## src/rtl/tmt_pkg.sv

```systemverilog
// Shared types and constants for the target merge table.
package tmt_pkg;

   localparam int TMT_DEPTH_DEFAULT = 16;
   localparam int POS_W             = 16;
   localparam int RADIUS_W          = 15;
   localparam int SLOT_W            = 4;

   localparam logic [RADIUS_W-1:0] RADIUS_RESET = 15'd384;

   // mode codes
   localparam logic MODE_REPORT = 1'b0;
   localparam logic MODE_FETCH  = 1'b1;

   typedef struct packed {
      logic                    mode;
      logic signed [POS_W-1:0] pos_x;
      logic signed [POS_W-1:0] pos_y;
      logic signed [POS_W-1:0] pos_z;
   } tmt_req_type;

   typedef struct packed {
      logic                    merged;
      logic                    appended;
      logic                    dropped_full;
      logic [SLOT_W-1:0]       slot;
      logic                    task_ready;
      logic signed [POS_W-1:0] task_x;
      logic signed [POS_W-1:0] task_y;
      logic signed [POS_W-1:0] task_z;
   } tmt_rsp_type;

   typedef struct packed {
      logic signed [POS_W-1:0] x;
      logic signed [POS_W-1:0] y;
      logic signed [POS_W-1:0] z;
   } tmt_entry_type;

   typedef enum logic [1:0] {
      ST_IDLE,
      ST_SCAN,
      ST_FETCH,
      ST_POST
   } tmt_state_type;

   // floor((a + b) / 2) on the 17-bit sum
   function automatic logic signed [POS_W-1:0] avg_floor(
      input logic signed [POS_W-1:0] a,
      input logic signed [POS_W-1:0] b
   );
      logic [POS_W:0] sum;
      sum = {a[POS_W-1], a} + {b[POS_W-1], b};
      return sum[POS_W:1];
   endfunction

   // |a - b| < radius, with the difference held at 17 bits
   function automatic logic near_axis(
      input logic signed [POS_W-1:0] a,
      input logic signed [POS_W-1:0] b,
      input logic [RADIUS_W-1:0]     radius
   );
      logic [POS_W:0] diff;
      logic [POS_W:0] mag;
      diff = {a[POS_W-1], a} - {b[POS_W-1], b};
      mag  = diff[POS_W] ? (~diff + 1'b1) : diff;
      return mag < (POS_W+1)'(radius);
   endfunction

endpackage

```

## src/rtl/target_merge_table.sv

```systemverilog
// Target merge table: report merge/append/drop and task fetch over one entry memory.
//
//  channel | direction | handshake         | payload
//  --------+-----------+-------------------+--------------------------
//  req     | in        | req_valid/stall   | mode, pos_x, pos_y, pos_z
//  rsp     | out       | rsp_valid/stall   | merged .. task_z
//  csr     | in        | csr_valid/ready   | match_radius (15 bits)
//
// A report scans the table: the scan reads one entry per cycle from the table memory,
// compares it in the next cycle, and a post step moves the result into the output
// register. A fetch reads the entry at the dispatch pointer before the post step and
// skips to it with nothing pending. One transaction is in flight at a time: req_stall
// stays high until the result is loaded, and rsp_stall holds the post step. Reset
// clears count and pointer and sets radius to 384 (1.5 m); the memory is not cleared.
module target_merge_table #(
   parameter int TABLE_DEPTH = tmt_pkg::TMT_DEPTH_DEFAULT
) (
   input  logic                           clock,
   input  logic                           reset,
   input  logic                           req_valid,
   output logic                           req_stall,
   input  tmt_pkg::tmt_req_type           req_data,
   output logic                           rsp_valid,
   input  logic                           rsp_stall,
   output tmt_pkg::tmt_rsp_type           rsp_data,
   input  logic                           csr_valid,
   output logic                           csr_ready,
   input  logic [tmt_pkg::RADIUS_W-1:0]   csr_data
);
   import tmt_pkg::*;

   localparam int IDX_W = (TABLE_DEPTH > 1) ? $clog2(TABLE_DEPTH) : 1;
   localparam int CNT_W = $clog2(TABLE_DEPTH + 1);
   localparam logic [CNT_W-1:0] DEPTH_CNT = CNT_W'(TABLE_DEPTH);

   // Table memory: one write port, one registered read port.
   tmt_entry_type mem [TABLE_DEPTH];
   tmt_entry_type rd_data_ff;
   logic [IDX_W-1:0] rd_addr;
   logic             mem_we;
   logic [IDX_W-1:0] wr_addr;
   tmt_entry_type    wr_data;

   tmt_state_type state_ff, state_in;

   logic [RADIUS_W-1:0] radius_ff, radius_in;
   logic [CNT_W-1:0]    count_ff, count_in;
   logic [CNT_W-1:0]    dp_ff, dp_in;
   logic [CNT_W-1:0]    rd_idx_ff, rd_idx_in;
   logic [IDX_W-1:0]    cmp_idx_ff, cmp_idx_in;
   logic                cmp_vld_ff, cmp_vld_in;
   tmt_req_type         item_ff, item_in;
   tmt_rsp_type         res_ff, res_in;
   logic                rsp_valid_ff, rsp_valid_in;
   tmt_rsp_type         rsp_data_ff, rsp_data_in;

   logic             req_take;
   logic             out_free;
   logic             fetch_pending;
   logic             scan_hit;
   logic             scan_end;
   logic [CNT_W-1:0] cmp_next_cnt;

   // Handshake decodes.
   assign req_stall = (state_ff != ST_IDLE);
   assign req_take  = req_valid && !req_stall;
   assign out_free  = !rsp_valid_ff || !rsp_stall;
   assign csr_ready = 1'b1;
   assign rsp_valid = rsp_valid_ff;
   assign rsp_data  = rsp_data_ff;

   assign fetch_pending = (dp_ff < count_ff);

   // Scan compare on the entry read last cycle.
   assign cmp_next_cnt = CNT_W'(cmp_idx_ff) + CNT_W'(1);
   assign scan_hit = cmp_vld_ff
                  && near_axis(item_ff.pos_x, rd_data_ff.x, radius_ff)
                  && near_axis(item_ff.pos_y, rd_data_ff.y, radius_ff);
   // Scan ends without a hit on an empty table or after the last entry.
   assign scan_end = (count_ff == '0)
                  || (cmp_vld_ff && !scan_hit && (cmp_next_cnt == count_ff));

   // Read the scan index while scanning, else the dispatch pointer.
   assign rd_addr = (state_ff == ST_SCAN) ? rd_idx_ff[IDX_W-1:0] : dp_ff[IDX_W-1:0];

   always_ff @(posedge clock) begin
      if (mem_we) begin
         mem[wr_addr] <= wr_data;
      end
      rd_data_ff <= mem[rd_addr];
   end

   // Next state.
   always_comb begin
      state_in = state_ff;
      case (state_ff)
         ST_IDLE: begin
            if (req_take) begin
               if (req_data.mode == MODE_REPORT) begin
                  state_in = ST_SCAN;
               end else if (fetch_pending) begin
                  state_in = ST_FETCH;
               end else begin
                  state_in = ST_POST;
               end
            end
         end
         ST_SCAN: begin
            if (scan_hit || scan_end) begin
               state_in = ST_POST;
            end
         end
         ST_FETCH: begin
            state_in = ST_POST;
         end
         ST_POST: begin
            if (out_free) begin
               state_in = ST_IDLE;
            end
         end
         default: begin
            state_in = ST_IDLE;
         end
      endcase
   end

   // Datapath and memory controls.
   always_comb begin
      radius_in    = radius_ff;
      count_in     = count_ff;
      dp_in        = dp_ff;
      rd_idx_in    = rd_idx_ff;
      cmp_idx_in   = cmp_idx_ff;
      cmp_vld_in   = 1'b0;
      item_in      = item_ff;
      res_in       = res_ff;
      mem_we       = 1'b0;
      wr_addr      = cmp_idx_ff;
      wr_data      = rd_data_ff;
      rsp_valid_in = rsp_valid_ff;
      rsp_data_in  = rsp_data_ff;

      if (csr_valid && csr_ready) begin
         radius_in = csr_data;
      end

      // Drop the held result once taken.
      if (rsp_valid_ff && !rsp_stall) begin
         rsp_valid_in = 1'b0;
      end

      case (state_ff)
         ST_IDLE: begin
            if (req_take) begin
               item_in   = req_data;
               rd_idx_in = '0;
               res_in    = '0;
            end
         end
         ST_SCAN: begin
            // Advance the read pointer; flag a compare only for valid entries.
            rd_idx_in  = rd_idx_ff + CNT_W'(1);
            cmp_idx_in = rd_idx_ff[IDX_W-1:0];
            cmp_vld_in = (rd_idx_ff < count_ff);
            if (scan_hit) begin
               mem_we      = 1'b1;
               wr_addr     = cmp_idx_ff;
               wr_data.x   = avg_floor(rd_data_ff.x, item_ff.pos_x);
               wr_data.y   = avg_floor(rd_data_ff.y, item_ff.pos_y);
               wr_data.z   = avg_floor(rd_data_ff.z, item_ff.pos_z);
               res_in.merged = 1'b1;
               res_in.slot   = SLOT_W'(cmp_idx_ff);
            end else if (scan_end) begin
               if (count_ff < DEPTH_CNT) begin
                  mem_we          = 1'b1;
                  wr_addr         = count_ff[IDX_W-1:0];
                  wr_data.x       = item_ff.pos_x;
                  wr_data.y       = item_ff.pos_y;
                  wr_data.z       = item_ff.pos_z;
                  res_in.appended = 1'b1;
                  res_in.slot     = SLOT_W'(count_ff[IDX_W-1:0]);
                  count_in        = count_ff + CNT_W'(1);
               end else begin
                  res_in.dropped_full = 1'b1;
               end
            end
         end
         ST_FETCH: begin
            res_in.task_ready = 1'b1;
            res_in.slot       = SLOT_W'(dp_ff[IDX_W-1:0]);
            res_in.task_x     = rd_data_ff.x;
            res_in.task_y     = rd_data_ff.y;
            res_in.task_z     = rd_data_ff.z;
            dp_in             = dp_ff + CNT_W'(1);
         end
         ST_POST: begin
            if (out_free) begin
               rsp_valid_in = 1'b1;
               rsp_data_in  = res_ff;
            end
         end
         default: begin
         end
      endcase
   end

   // Control state.
   always_ff @(posedge clock) begin
      if (reset) begin
         state_ff     <= ST_IDLE;
         radius_ff    <= RADIUS_RESET;
         count_ff     <= '0;
         dp_ff        <= '0;
         cmp_vld_ff   <= 1'b0;
         rsp_valid_ff <= 1'b0;
      end else begin
         state_ff     <= state_in;
         radius_ff    <= radius_in;
         count_ff     <= count_in;
         dp_ff        <= dp_in;
         cmp_vld_ff   <= cmp_vld_in;
         rsp_valid_ff <= rsp_valid_in;
      end
   end

   // Payload registers.
   always_ff @(posedge clock) begin
      rd_idx_ff   <= rd_idx_in;
      cmp_idx_ff  <= cmp_idx_in;
      item_ff     <= item_in;
      res_ff      <= res_in;
      rsp_data_ff <= rsp_data_in;
   end

`ifndef SYNTHESIS
   a_count_bound: assert property (@(posedge clock) disable iff (reset)
      count_ff <= DEPTH_CNT)
      else $error("entry count beyond table depth");

   a_dp_bound: assert property (@(posedge clock) disable iff (reset)
      dp_ff <= count_ff)
      else $error("dispatch pointer passed entry count");

   a_write_in_scan: assert property (@(posedge clock) disable iff (reset)
      mem_we |-> (state_ff == ST_SCAN))
      else $error("table write outside a scan");

   a_rsp_from_post: assert property (@(posedge clock) disable iff (reset)
      $rose(rsp_valid_ff) |-> ($past(state_ff) == ST_POST))
      else $error("result raised outside the post step");

   a_one_outcome: assert property (@(posedge clock) disable iff (reset)
      rsp_valid_ff |-> $onehot0({rsp_data_ff.merged, rsp_data_ff.appended,
                                 rsp_data_ff.dropped_full, rsp_data_ff.task_ready}))
      else $error("more than one outcome flag in a result");
`endif

endmodule
```

## config.mk

```make
export PLATFORM = sky130hd
export DESIGN_NAME = target_merge_table
export DESIGN_NICKNAME = d
export VERILOG_FILES = /design/src/rtl/tmt_pkg.sv /design/src/rtl/target_merge_table.sv
export SDC_FILE = /design/constraint.sdc
export NUM_CORES = 1
export LEC_CHECK = 0
export BUFFER_PORTS_ARGS = -buffer_cell sky130_fd_sc_hd__buf_2
export CAP_MARGIN = 20
export CORE_MARGIN = 5
export CORE_UTILIZATION = 45
export DETAILED_ROUTE_END_ITERATION = 10
export GPL_ROUTABILITY_DRIVEN = 1
export HOLD_SLACK_MARGIN = 0.08
export PLACE_DENSITY = 0.66
export SYNTH_ARGS = -nofsm -noshare
export SYNTH_HDL_FRONTEND = slang
export SYNTH_SLANG_ARGS = --single-unit
```

## constraint.sdc

```tcl
create_clock -name clock -period 14 [get_ports clock]
set_input_delay 0 -clock clock [delete_from_list [all_inputs] [get_ports clock]]
set_output_delay 0 -clock clock [all_outputs]
set_load 0.02 [all_outputs]
```

# Word level (Yosys, flattened, before mapping)
# Memories as Yosys holds them, arrays and structs flattened. A register that Yosys moved wholly into a read port is not among the register bits.
# Cells that the tools add are included.
# op_classes
add_sub_neg	11
multipliers	0
n_div	0
n_lt_le_gt_ge	5
eq_ne	14
shifts	0
n_mux	39
bitwise	4
reduce_logical	30
# op_table
operator	count
2-to-1 mux 48 bit	4
case mux 49 bit (2 select lines)	1
2-to-1 mux 56 bit	1
adder 16 x 16 -> 17 bit	3
adder 17 x 1 -> 17 bit (second input constant)	2
< comparator 17 x 15 -> 1 bit	2
2-to-1 mux 17 bit	2
NOT 17 bit	2
subtractor 16 x 16 -> 17 bit	2
2-to-1 mux 4 bit	7
adder 5 x 1 -> 5 bit (second input constant)	3
2-to-1 mux 1 bit	13
inequality test 2 bit (second input constant)	6
case mux 4 bit (3 select lines)	1
< comparator 5 bit	2
2-to-1 mux 2 bit	5
case mux 5 bit (2 select lines)	1
AND reduction 5 bit	2
case mux 2 bit (4 select lines)	1
AND reduction 2 bit	4
AND reduction 4 bit	2
logical AND 1 bit	6
2-to-1 mux 6 bit	1
case mux 3 bit (2 select lines)	1
other kinds (18)	29
# word_totals
reg_bits	198
latchBits	0
ramBits	768
mem_bits_ro	0
output_inout_bits	59
word_cells	131
n_memories	1
# mem_list
name	depth	word_bits	rd	rd_clocked_by_memory_dff	wr	line_no	source
mem	16	48	1	1	1	target_merge_table.sv:37	tmt_entry_type mem [TABLE_DEPTH];

# Logic depth before layout (Yosys ltp)
# depth
ltp_word	16
mapped_depth	26
ltp_nobuf	23

# Worst setup path after synthesis
# No wires, ideal clock.
# synth_path
path_kind	register to register
start	register item_ff[32] (netlist name)
end	memory mem[12][0] (netlist name), enable pin
setup_time_ns	0.470
t_arrival_ns	7.452
required_time_ns	13.530
setup_slack_ns	6.078
stages_incl_launch_ff	25
n_path_buf	2
path_cell_list	edfxtp_1 -> inv_1 -> ha_1 -> fa_1 -> nand2b_1 -> a21oi_1 -> o31a_1 -> a21oi_1 -> a221o_1 -> a22oi_1 -> clkbuf_1 -> nor2_1 -> a21oi_1 -> ha_1 -> a21o_1 -> a21oi_1 -> o21ai_0 -> a2111oi_0 -> nor4_1 -> or4_1 -> a221oi_2 -> o21a_1 -> buf_6 -> o21ai_0 -> a21oi_1
# synth_between
elab_chain_len	16
elab_cells_between_ends	19
classes_between	add/sub (2); order compare (1); mux (9); bitwise (1); reduce/logical (6)
# synth_rtl
item	line_no	source
start: declaration	target_merge_table.sv:52	tmt_req_type item_ff, item_in;
start signal: assignment	target_merge_table.sv:230	item_ff <= item_in;
subtractor 16 x 16 -> 17 bit *	tmt_pkg.sv:64	diff = {a[POS_W-1], a} - {b[POS_W-1], b};
NOT 17 bit	tmt_pkg.sv:65	mag = diff[POS_W] ? (~diff + 1'b1) : diff;
adder 17 x 1 -> 17 bit	tmt_pkg.sv:65	
2-to-1 mux 17 bit *	tmt_pkg.sv:65	
< comparator 17 x 15 -> 1 bit *	tmt_pkg.sv:66	return mag < (POS_W+1)'(radius);
logical AND 1 bit *	target_merge_table.sv:77	&& near_axis(item_ff.pos_x, rd_data_ff.x, radius_ff)
logical AND 1 bit *	target_merge_table.sv:78	&& near_axis(item_ff.pos_y, rd_data_ff.y, radius_ff);
logical NOT 1 bit	target_merge_table.sv:81	|| (cmp_vld_ff && !scan_hit && (cmp_next_cnt == count_ff));
logical AND 1 bit (2 in series)	target_merge_table.sv:81	
logical OR 1 bit	target_merge_table.sv:81	
2-to-1 mux 1 bit	target_merge_table.sv:173	end else if (scan_end) begin
2-to-1 mux 1 bit	target_merge_table.sv:165	if (scan_hit) begin
2-to-1 mux 1 bit	target_merge_table.sv:152	case (state_ff)
2-to-1 mux 1 bit	target_merge_table.sv:87	if (mem_we) begin
2-to-1 mux 1 bit (not written as such)	target_merge_table.sv:88	mem[wr_addr] <= wr_data;
end: declaration	target_merge_table.sv:37	
# Every way passes the cells marked *; elsewhere a longest branch is shown, timed or not.

# Worst setup path in the final report
# layout_path
start	register item_ff[16] (netlist name)
end	memory mem[0][17] (netlist name), enable pin
# layout_between
elab_chain_len	15
elab_cells_between_ends	18
classes_between	add/sub (2); order compare (1); mux (9); bitwise (1); reduce/logical (5)
# layout_rtl
item	line_no
subtractor 16 x 16 -> 17 bit *	tmt_pkg.sv:64
NOT 17 bit	tmt_pkg.sv:65
adder 17 x 1 -> 17 bit	tmt_pkg.sv:65
2-to-1 mux 17 bit *	tmt_pkg.sv:65
< comparator 17 x 15 -> 1 bit *	tmt_pkg.sv:66
logical AND 1 bit *	target_merge_table.sv:78
logical NOT 1 bit	target_merge_table.sv:81
logical AND 1 bit (2 in series)	target_merge_table.sv:81
logical OR 1 bit	target_merge_table.sv:81
2-to-1 mux 1 bit	target_merge_table.sv:173
2-to-1 mux 1 bit	target_merge_table.sv:165
2-to-1 mux 1 bit	target_merge_table.sv:152
2-to-1 mux 1 bit	target_merge_table.sv:87
2-to-1 mux 1 bit (not written as such)	target_merge_table.sv:88
# Marked as above.

==> reports/metrics.csv <==
stage,metric,value,unit
grt,use_met3,0.0367,
clock_tree,insertion_delay,690,ps
grt,grt_start_max_net_pins,101,
finish,area_growth,17.2,%
power_and_ir_drop,p_leak,17.5,nW
timing,fin_skew,35.9,ps
floorplan,core,95200,um2
finish,fin_nets,3149,
timing,hold_slack,185,ps
grt,grt_use_met2,0.334,
power_and_ir_drop,seqPwrFrac,0.370,
synth,syn_inst,2641,
synth,synth_area,43200,um2
clock_tree,cts_sinks,1014,
timing,clock.fmax,115,MHz
detailed_routing,ant_nets,0,
place,port_buffers,126,
worst_setup_path,path_class,flip-flop to flip-flop,
worst_setup_path,critPathCaptureType,flip-flop,
timing,setup_violations,0,
floorplan,row_count,113,
timing,fin_tns_setup,0,ps
job,max_cap_viol_count,0,
clock_tree,cts_setup_buffers,0,
detailed_routing,first_pass_iters,5,
power_and_ir_drop,switchingPower,4.30,mW
timing,hold_viol_final,0,
grt,grt_use_total,0.203,
finish,final_cells,4301,
worst_setup_path,timing.critical_path.buf_inv,4,
timing,slew_headroom,0.269,
synth,syn_nets,2842,
clock_tree,tritoncts,done,
power_and_ir_drop,power_density,238,nW/um2
clock_tree,cts_htree_levels,3,
place,globalplace.congestion,0.865,
clock_tree,cts_max_path_buffers,3,
worst_setup_path,worst-path-stages,25,
power_and_ir_drop,peakVddDrop,0.000156,V
detailed_routing,vias_per_cell,5.77,
grt,overflow,0,
detailed_routing,vias,24800,
timing,min_period,8670,ps
clock_tree,root_buffer,clkbuf_16,
grt,grt_pass1_wl,159000,um
finish,drive_gt1_frac,0.188,
worst_setup_path,worst-path-max-fanout,28,
worst_setup_path,slowest_delay,830,ps
power_and_ir_drop,swShare,0.357,
floorplan,io_pins,128,
synth,avgSynthCellArea,16.4,um2
detailed_routing,wl_per_cell,24.4,um
power_and_ir_drop,combPwrFrac,0.396,
synth,ys_seq_area_frac,0.687,
place,placed_cells,3946,
grt,grt_use_met1,0.275,
worst_setup_path,slowest_stage,o21a_1,
floorplan,fp.dieW,320,um
clock_tree,cts_buffers,103,
worst_hold_path,hp-class,input port to flip-flop,
worst_setup_path,crit_family,compound AO/OA/AOI/OAI gates,
synth,async_reset_ff_frac,0,
synth,synth_edf_count,937,
synth,ys.warnings.count,0,
worst_setup_path,worstRegToRegCells,25,
power_and_ir_drop,p_int,7.76,mW
timing,fin_crit_sh,0.619,
timing,rsz0062_at_grt,false,
synth,ys_ff_latch,1014,
synth,synth.distinct_cells,73,
worst_setup_path,crit_required,14300,ps
detailed_routing,routed_wl,105000,um
worst_hold_path,holdPathStages,2,
synth,synth_ff_type,edfxtp_1,
detailed_routing,drt_iter0_markers,1984,
detailed_routing,drc,0,
floorplan,die_y,320,um
power_and_ir_drop,clock_power_share,0.234,
timing,tightest_slew,1070,ps
worst_setup_path,regToRegSetupSlack,5330,ps
timing,maxSlewViolCount,0,
clock_tree,path_clk_slew,60,ps
worst_setup_path,cp.arrival,8970,ps
floorplan,dieArea,102000,um2
grt,grt_pass1_vias,25800,
floorplan,initial_core_util,0.454,
worst_setup_path,cp-start-kind,flip-flop,
grt,busiest_layer,met2,
grt,antenna_found_initial,3,
place,dp_hpwl,62200,um
status,outcome,"complete, no violations",
==> placed cells by master (no fill, tap or decap), types with 77 or more instances in the layout <==
| master | netlist | routed |
|---|---|---|
| edfxtp_1 | 937 | 937 |
| ha_1 | 127 | 127 |
| nand2_1 | 135 | 135 |
| dlygate4sd3_1 | 0 | 158 |
| inv_1 | 103 | 102 |
| a21oi_1 | 95 | 79 |
| mux4_2 | 192 | 192 |
| buf_2 | 11 | 126 |
| clkbuf_16 | 0 | 103 |
| dfxtp_1 | 77 | 77 |
| nor2_1 | 142 | 140 |
==> power groups by stage <==
stage / sequential (mW) / combinational (mW) / clock (mW)
after global placement: 4.51 / 4.61 / 0
after floorplan: 4.49 / 3.32 / 0
final: 4.46 / 4.78 / 2.82
after detailed placement: 4.52 / 4.72 / 0
after global routing: 4.50 / 5.23 / 3.00
after CTS: 4.46 / 4.78 / 2.87
==> final timing paths <==
path                                               start                     end
worst min register to register  res_ff[19]$_SDFFCE_PN0P_  rsp_data[19]$_DFFE_PP_
worst max register to register     item_ff[16]$_DFFE_PP_    mem[0][17]$_DFFE_PP_
worst min-delay path                        req_data[18]   item_ff[18]$_DFFE_PP_
worst max-delay path               item_ff[16]$_DFFE_PP_    mem[0][17]$_DFFE_PP_
==> sequential cells by signal (all words and copies together) (netlist names) <==
signal	cells
mem	768
res_ff	56
rsp_data	56
item_ff	48
rd_data_ff	48
radius_ff	15
count_ff	5
dp_ff	5
rd_idx_ff	5
cmp_idx_ff	4
state_ff	2
cmp_vld_ff	1
rsp_valid	1
==> synth_stat cells (all sizes together) (13+ instances only) <==
library cell,n,area share
buf,42,0.0042
xnor2,68,0.014
clkbuf,84,0.0073
o21bai,13,0.0023
mux2i,29,0.0067
a31oi,54,0.0078
and2,73,0.011
inv,103,0.0089
mux4,192,0.10
o21ai,46,0.0054
nor3,29,0.0035
xor2,25,0.0051
a211oi,64,0.011
or3,14,0.0020
edfxtp,937,0.65
nand4,13,0.0019
and3,43,0.0062
ha,127,0.037
nor2,142,0.012
a21oi,95,0.011
dfxtp,77,0.036
a221o,49,0.011
nand2,135,0.012
nand3,29,0.0034
a21o,14,0.0024
==> worst reg2reg max path, delay by kind of cell (launching register included) <==
| family | cells | cell delay [ps] |
|---|---|---|
| and+or+nand+nor | 2 | 760 |
| DFF | 1 | 410 |
| adders and majority gates | 3 | 860 |
| xor gates and xnor gates | 1 | 180 |
| buffers and inverters | 4 | 1030 |
| AOI/OAI and AO/OA | 15 | 5060 |
==> cell type report <==
cell class | instances | area [um2]
Clock inverter | 58 | 693
Antenna cell | 2 | 5.00
Clock buffer | 133 | 2810
Tap cell | 1265 | 1580
Multi-Input combinational cell | 1396 | 12900
Timing Repair Buffer | 328 | 2570
Sequential cell | 1014 | 29700
Fill cell | 7448 | 44500
Inverter | 105 | 394
==> kinds of logic after synthesis <==
kind of cell,count (synthesis),synth area share
AND/OR/NAND/NOR,538,0.0612
AO/OA/AOI/OAI,407,0.0657
adder cells (fa/ha/maj),132,0.0391
buffers and inverters,231,0.0206
other,1,0.0000868
flip-flops,1014,0.687
XOR/XNOR,93,0.0188
multiplexers,225,0.108
==> per-layer routing <==
metal  up-vias  wire, um
met4         0      3540
met5         -         0
met2       903     50300
li1      11000         -
met1     12700     43700
met3       194      7450
==> repair_timing <==
action                     4_1_cts  5_1_grt
setup endpoints to repair        0        0
hold buffers                   158        0
gates resized for setup          0        0
hold endpoints to repair       137        0
==> through the flow <==
stage	util	area (um2)	power [mW]	setup slack [ps]
detailed placement	0.479	45500	9.24	5280
CTS	0.532	50600	12.1	5260
finish	0.532	50700	12.1	5330
global route	0.532	50700	12.7	4960
global placement	0.479	45500	9.12	5420
floorplan	-	43200	7.81	6080
No activity file was read; power rests on OpenSTA's default activity.
